**config.mk**
```make
export PLATFORM = sky130hd
export DESIGN_NAME = xcsh_ctrl
export DESIGN_NICKNAME = d
export VERILOG_FILES = /design/src/hw/rtl/xcsh_pkg.sv /design/src/hw/rtl/xcsh_ctrl.sv
export SDC_FILE = /design/constraint.sdc
export NUM_CORES = 1
export LEC_CHECK = 0
export ABC_AREA = 1
export BUFFER_PORTS_ARGS = -buffer_cell sky130_fd_sc_hd__buf_4
export CAP_MARGIN = 25
export CORE_AREA = 8 8 45 47
export CTS_CLUSTER_DIAMETER = 200
export DETAILED_ROUTE_END_ITERATION = 8
export DIE_AREA = 0 0 53 55
export GPL_TIMING_DRIVEN = 0
export SLEW_MARGIN = 20
export SYNTH_ARGS = -nofsm -noshare
export SYNTH_HDL_FRONTEND = slang
export SYNTH_SLANG_ARGS = --single-unit
```
**constraint.sdc**
```tcl
create_clock -name clk -period 1.1 [get_ports clk]
set_input_delay 0.055 -clock clk [delete_from_list [all_inputs] [get_ports clk]]
set_output_delay 0.055 -clock clk [all_outputs]
set_load 0.005 [all_outputs]
```
**src/hw/rtl/xcsh_pkg.sv**
```systemverilog
// ----------------------------------------------------------------------------
// xcsh_pkg
// Shared types, command codes and constant tables of the XCP slave command
// handler.
// ----------------------------------------------------------------------------
`default_nettype none

package xcsh_pkg;

    // default size of the target memory in bytes
    localparam int MEM_BYTES_DEF = 65536;

    // packet identifiers and error code
    localparam logic [7:0] PID_OK     = 8'hFF;
    localparam logic [7:0] PID_ERR    = 8'hFE;
    localparam logic [7:0] ERR_SYNTAX = 8'h20;

    // command codes
    localparam logic [7:0] CMD_CONNECT      = 8'hFF;
    localparam logic [7:0] CMD_DISCONNECT   = 8'hFE;
    localparam logic [7:0] CMD_GET_STATUS   = 8'hFD;
    localparam logic [7:0] CMD_SYNCH        = 8'hFC;
    localparam logic [7:0] CMD_GET_ID       = 8'hFA;
    localparam logic [7:0] CMD_SET_MTA      = 8'hF6;
    localparam logic [7:0] CMD_UPLOAD       = 8'hF5;
    localparam logic [7:0] CMD_SHORT_UPLOAD = 8'hF4;
    localparam logic [7:0] CMD_DOWNLOAD     = 8'hF0;

    // configuration register indexes
    localparam logic [1:0] CFG_SESSION_STATUS  = 2'd0;
    localparam logic [1:0] CFG_PROTECTION_MASK = 2'd1;
    localparam logic [1:0] CFG_SESSION_NUMBER  = 2'd2;

    // controller states
    typedef enum logic [2:0] {
        S_INIT,
        S_IDLE,
        S_DECODE,
        S_COPY,
        S_EMIT
    } state_t;

    // kind of response being streamed
    typedef enum logic [2:0] {
        R_OK,
        R_ERR,
        R_CONNECT,
        R_STATUS,
        R_ID,
        R_UPLOAD
    } resp_kind_t;

    // controller to datapath
    typedef struct packed {
        logic init_en;
        logic rx_en;
        logic decode;
        logic copy_en;
        logic emit_en;
    } ctrl_cmd_t;

    // datapath to controller
    typedef struct packed {
        logic init_last;
        logic copy_go;
        logic copy_last;
        logic emit_last;
    } dp_status_t;

    // fixed identification text
    function automatic logic [7:0] id_char(input logic [3:0] idx);
        logic [7:0] c;
        unique case (idx)
            4'd0:    c = "D";
            4'd1:    c = "E";
            4'd2:    c = "M";
            4'd3:    c = "O";
            4'd4:    c = "_";
            4'd5:    c = "X";
            4'd6:    c = "C";
            4'd7:    c = "P";
            4'd8:    c = "_";
            4'd9:    c = "U";
            4'd10:   c = "D";
            4'd11:   c = "P";
            default: c = 8'h00;
        endcase
        return c;
    endfunction

endpackage

`default_nettype wire

```
**src/hw/rtl/xcsh_ctrl.sv**
```systemverilog
// ----------------------------------------------------------------------------
// xcsh_ctrl
// Controller state machine: memory clear pass, packet reception, decode,
// download copy and response streaming.
// ----------------------------------------------------------------------------
`default_nettype none

module xcsh_ctrl
    import xcsh_pkg::*;
(
    input  wire logic       clk,
    input  wire logic       rst_n,
    input  wire logic       start,
    input  wire logic       req_last,
    input  wire dp_status_t st,
    output ctrl_cmd_t       cmd
);

    state_t state_reg;
    state_t state_next;

    // state register
    always_ff @(posedge clk or negedge rst_n)
    begin
        if (!rst_n)
        begin
            state_reg <= S_INIT;
        end
        else
        begin
            state_reg <= state_next;
        end
    end

    // next state
    always_comb
    begin
        state_next = state_reg;
        unique case (state_reg)
            S_INIT:
            begin
                if (st.init_last)
                    state_next = S_IDLE;
            end
            S_IDLE:
            begin
                if (start && req_last)
                    state_next = S_DECODE;
            end
            S_DECODE:
            begin
                state_next = st.copy_go ? S_COPY : S_EMIT;
            end
            S_COPY:
            begin
                if (st.copy_last)
                    state_next = S_EMIT;
            end
            S_EMIT:
            begin
                if (st.emit_last)
                    state_next = S_IDLE;
            end
            default:
            begin
                state_next = S_INIT;
            end
        endcase
    end

    // outputs
    always_comb
    begin
        cmd = '0;
        unique case (state_reg)
            S_INIT:   cmd.init_en = 1'b1;
            S_IDLE:   cmd.rx_en   = 1'b1;
            S_DECODE: cmd.decode  = 1'b1;
            S_COPY:   cmd.copy_en = 1'b1;
            S_EMIT:   cmd.emit_en = 1'b1;
            default:  cmd = '0;
        endcase
    end

endmodule

`default_nettype wire

```
==> insert_results.sql <==
INSERT INTO impl_metrics (metric_group, metric, value, unit) VALUES
('worst_setup_path', 'critical_path_peak_fanout', '4', ''),
('synth', 'post_synth_instance_area', '229', 'µm²'),
('power', 'vdd_drop_max', '0.000645', 'V'),
('power', 'power.share.combinational', '66.9', '%'),
('clock_network', 'clk_path_buf_depth', '2', ''),
('place', 'gp_routability_congestion', '0.651', ''),
('synth', 'synth.top_cells.by_area', 'sky130_fd_sc_hd__dfrtp_1 33%, sky130_fd_sc_hd__nand2_1 23%, sky130_fd_sc_hd__inv_1 8.2%, sky130_fd_sc_hd__nor2_2 8.2%, sky130_fd_sc_hd__nor2_1 6.6%', ''),
('global_routing', 'grt_pass1_wl', '1260', 'µm'),
('place', 'detailed_place.area', '339', 'µm²'),
('detailed_routing', 'drt_iter0_drc', '1', ''),
('place', 'dp.cells', '65', ''),
('outcome', 'failing_checks', 'setup timing', ''),
('detailed_routing', 'wl_per_cell', '9.89', 'µm'),
('global_routing', 'grt_pass1_vias', '338', ''),
('sta', 'timing.hold.ws', '0.0923', 'ns'),
('sta', 'fmax', '881', 'MHz'),
('sta', 'slew_headroom', '91.0', '%'),
('cells_and_area', 'final_cell_count_no_fill', '80', ''),
('sta', 'worst_clock_skew', '0.00164', 'ns'),
('power', 'total_switching_power', '0.000526', 'W'),
('clock_network', 'cts_made_buffers', '3', ''),
('sta', 'final_worst_path_period_share', '103', '%'),
('sta', 'final-setup-viol-count', '7', ''),
('power', 'power.leakage', '0.270', 'nW'),
('power', 'clock_power_share', '14.4', '%'),
('power', 'switching_share', '39.6', '%'),
('worst_setup_path', 'worstPathRequired', '1.21', 'ns'),
('floorplan', 'floorplan.die_area', '2920', 'µm²'),
('cells_and_area', 'post_route_cells_drive_above_1_share', '59.4', '%'),
('cells_and_area', 'final_area', '475', 'µm²'),
('global_routing', 'global_route.overflow_total', '0', ''),
('synth', 'ys_seq_area_share', '32.8', '%'),
('sta', 'crit_path_time_final', '1.14', 'ns'),
('synth', 'ys_warn_count', '0', ''),
('detailed_routing', 'drt_wl_total', '791', 'µm'),
('global_routing', 'antenna_found_initial', '0', ''),
('clock_network', 'cts.reportedPaths.clkPinSlew', '0.04', 'ns'),
('synth', 'post_synth.cell_area_avg', '6.19', 'µm²'),
('synth', 'yosys-mux-area-fraction', '0', '%'),
('worst_setup_path', 'setup.worst_path.end_class', 'flip-flop', ''),
('worst_setup_path', 'path_class', 'flip-flop to flip-flop', ''),
('worst_setup_path', 'slowest_stage', 'sky130_fd_sc_hd__dfrtp_2', ''),
('synth', 'synth-seq-cells', '3', ''),
('worst_setup_path', 'worst_path_largest_cell_delay', '0.44', 'ns'),
('synth', 'main_combinational_cell_family_by_area_after_synthesis', 'simple AND/OR/NAND/NOR gates', ''),
('power', 'seq_power_share', '18.7', '%'),
('clock_network', 'cts_tree', 'yes', ''),
('hold_path', 'hold_path.class', 'primary input to flip-flop', ''),
('sta', 'hold_violations_final', '0', ''),
('run', 'drv_cap', '0', ''),
('synth', 'synth-compound-area-share', '4.37', '%'),
('detailed_routing', 'final_antenna_net_count', '0', ''),
('worst_setup_path', 'cp_top_family', 'simple AND/OR/NAND/NOR gates', ''),
('cells_and_area', 'antenna_cells_inserted', '0', ''),
('outcome', 'status', 'finished, violations left', ''),
('cells_and_area', 'largest_register_ff_count', '3', ''),
('floorplan', 'floorplan.initialDensity', '16.5', '%'),
('place', 'numPortBuffers', '12', ''),
('synth', 'synth_commonest_cells', '14 x sky130_fd_sc_hd__nand2_1, 5 x sky130_fd_sc_hd__inv_1, 4 x sky130_fd_sc_hd__nor2_1', ''),
('floorplan', 'top_level_ports', '13', ''),
('worst_setup_path', 'r2r_setup_slack', '-0.04', 'ns'),
('synth', 'postSynthCellCount', '37', ''),
('sta', 'fin_ws', '-0.0351', 'ns'),
('clock_network', 'clock_sinks', '3', ''),
('worst_setup_path', 'path_cells', 'nor2_4, buf_4, nand3_2, nand2_2, nor2_2, nand2_1, nand2_1', ''),
('cells_and_area', 'design.final.nets', '73', ''),
('place', 'dp.final_hpwl', '527', 'µm'),
('detailed_routing', 'residual_drc', '0', ''),
('synth', 'synth_enable_flop_cells', '0', ''),
('worst_setup_path', 'critPathMostFrequentCell', 'sky130_fd_sc_hd__nand2_1', ''),
('synth', 'synth_simple_gate_area_share', '53.0', '%');
## cells by family after synthesis
family	after synthesis
DFF	3
AOI/OAI and AO/OA	2
buffers and inverters	6
and+or+nand+nor	26
## final cells by class
cell class,count,area [µm²]
well taps,16,20.0
multi-input cells,28,146
inverters,6,22.5
fillers,157,908
flip-flops and latches,3,77.6
clock buffers,4,26.3
repair buffers,23,183
## per-stage QoR
step           setup slack (ns)  total power, W
2_1_floorplan             0.101        0.000544
3_3_place_gp             0.0190        0.000749
3_5_place_dp            0.00574        0.000756
4_1_cts                 -0.0257         0.00124
5_1_grt                  -0.106         0.00145
6_report                -0.0351         0.00133
## worst min-delay path, stage by stage
cell,delay (ns)
sky130_fd_sc_hd__buf_4,0.07
sky130_fd_sc_hd__inv_1,0.03
sky130_fd_sc_hd__nand2_2,0.07
sky130_fd_sc_hd__nand2_1,0.05
## timing repair
action | in CTS | in global routing
gates cloned | 0 | 0
hold endpoints to repair | 3 | 0
gates resized for setup | 2 | 8
setup endpoints to repair | 5 | 8
hold buffers | 1 | 0
pin swaps | 4 | 1
setup buffers | 10 | 0
## routing by layer
layer | share of wire, % | wire length (µm) | global-route usage [%]
met5 | 0 | 0 | 0
met2 | 57 | 447 | 10.4
met1 | 36 | 281 | 4.88
met4 | 0 | 0 | 3.88
met3 | 7.7 | 61 | 4.81
## power by group through the flow
stage	Combinational [W]	Sequential [W]	Clock, W
floorplan	0.000331	0.000213	0
global placement	0.000522	0.000227	0
detailed placement	0.000531	0.000226	0
CTS	0.000821	0.000215	0.000203
global route	0.000982	0.000256	0.000213
finish	0.000889	0.000249	0.000191
## final timing paths
check	startpoint	end	depth (start not counted)
hold reg to reg	state_reg[2]$_DFFE_PN0P_	state_reg[1]$_DFFE_PN0P_	4
hold / removal	st[1]	state_reg[1]$_DFFE_PN0P_	4
setup / recovery	state_reg[0]$_DFFE_PN0P_	state_reg[0]$_DFFE_PN0P_	7
max in group asynchronous	rst_n	state_reg[0]$_DFFE_PN0P_	2
min in group asynchronous	rst_n	state_reg[1]$_DFFE_PN0P_	2
setup reg to reg	state_reg[0]$_DFFE_PN0P_	state_reg[0]$_DFFE_PN0P_	7
## layout by cell type, fill, tap and decap left out
cell / instances
sky130_fd_sc_hd__a21oi_1: 1
sky130_fd_sc_hd__buf_4: 20
sky130_fd_sc_hd__buf_6: 2
sky130_fd_sc_hd__clkbuf_1: 1
sky130_fd_sc_hd__clkbuf_4: 3
sky130_fd_sc_hd__dfrtp_1: 1
sky130_fd_sc_hd__dfrtp_2: 2
sky130_fd_sc_hd__dlygate4sd3_1: 1
sky130_fd_sc_hd__inv_1: 3
sky130_fd_sc_hd__inv_2: 3
sky130_fd_sc_hd__nand2_1: 14
sky130_fd_sc_hd__nand2_2: 2
sky130_fd_sc_hd__nand3_1: 1
sky130_fd_sc_hd__nand3_2: 1
sky130_fd_sc_hd__nand3b_1: 1
sky130_fd_sc_hd__nor2_1: 2
sky130_fd_sc_hd__nor2_2: 3
sky130_fd_sc_hd__nor2_4: 2
sky130_fd_sc_hd__o21ai_0: 1
(Power assumes the default switching activity.)
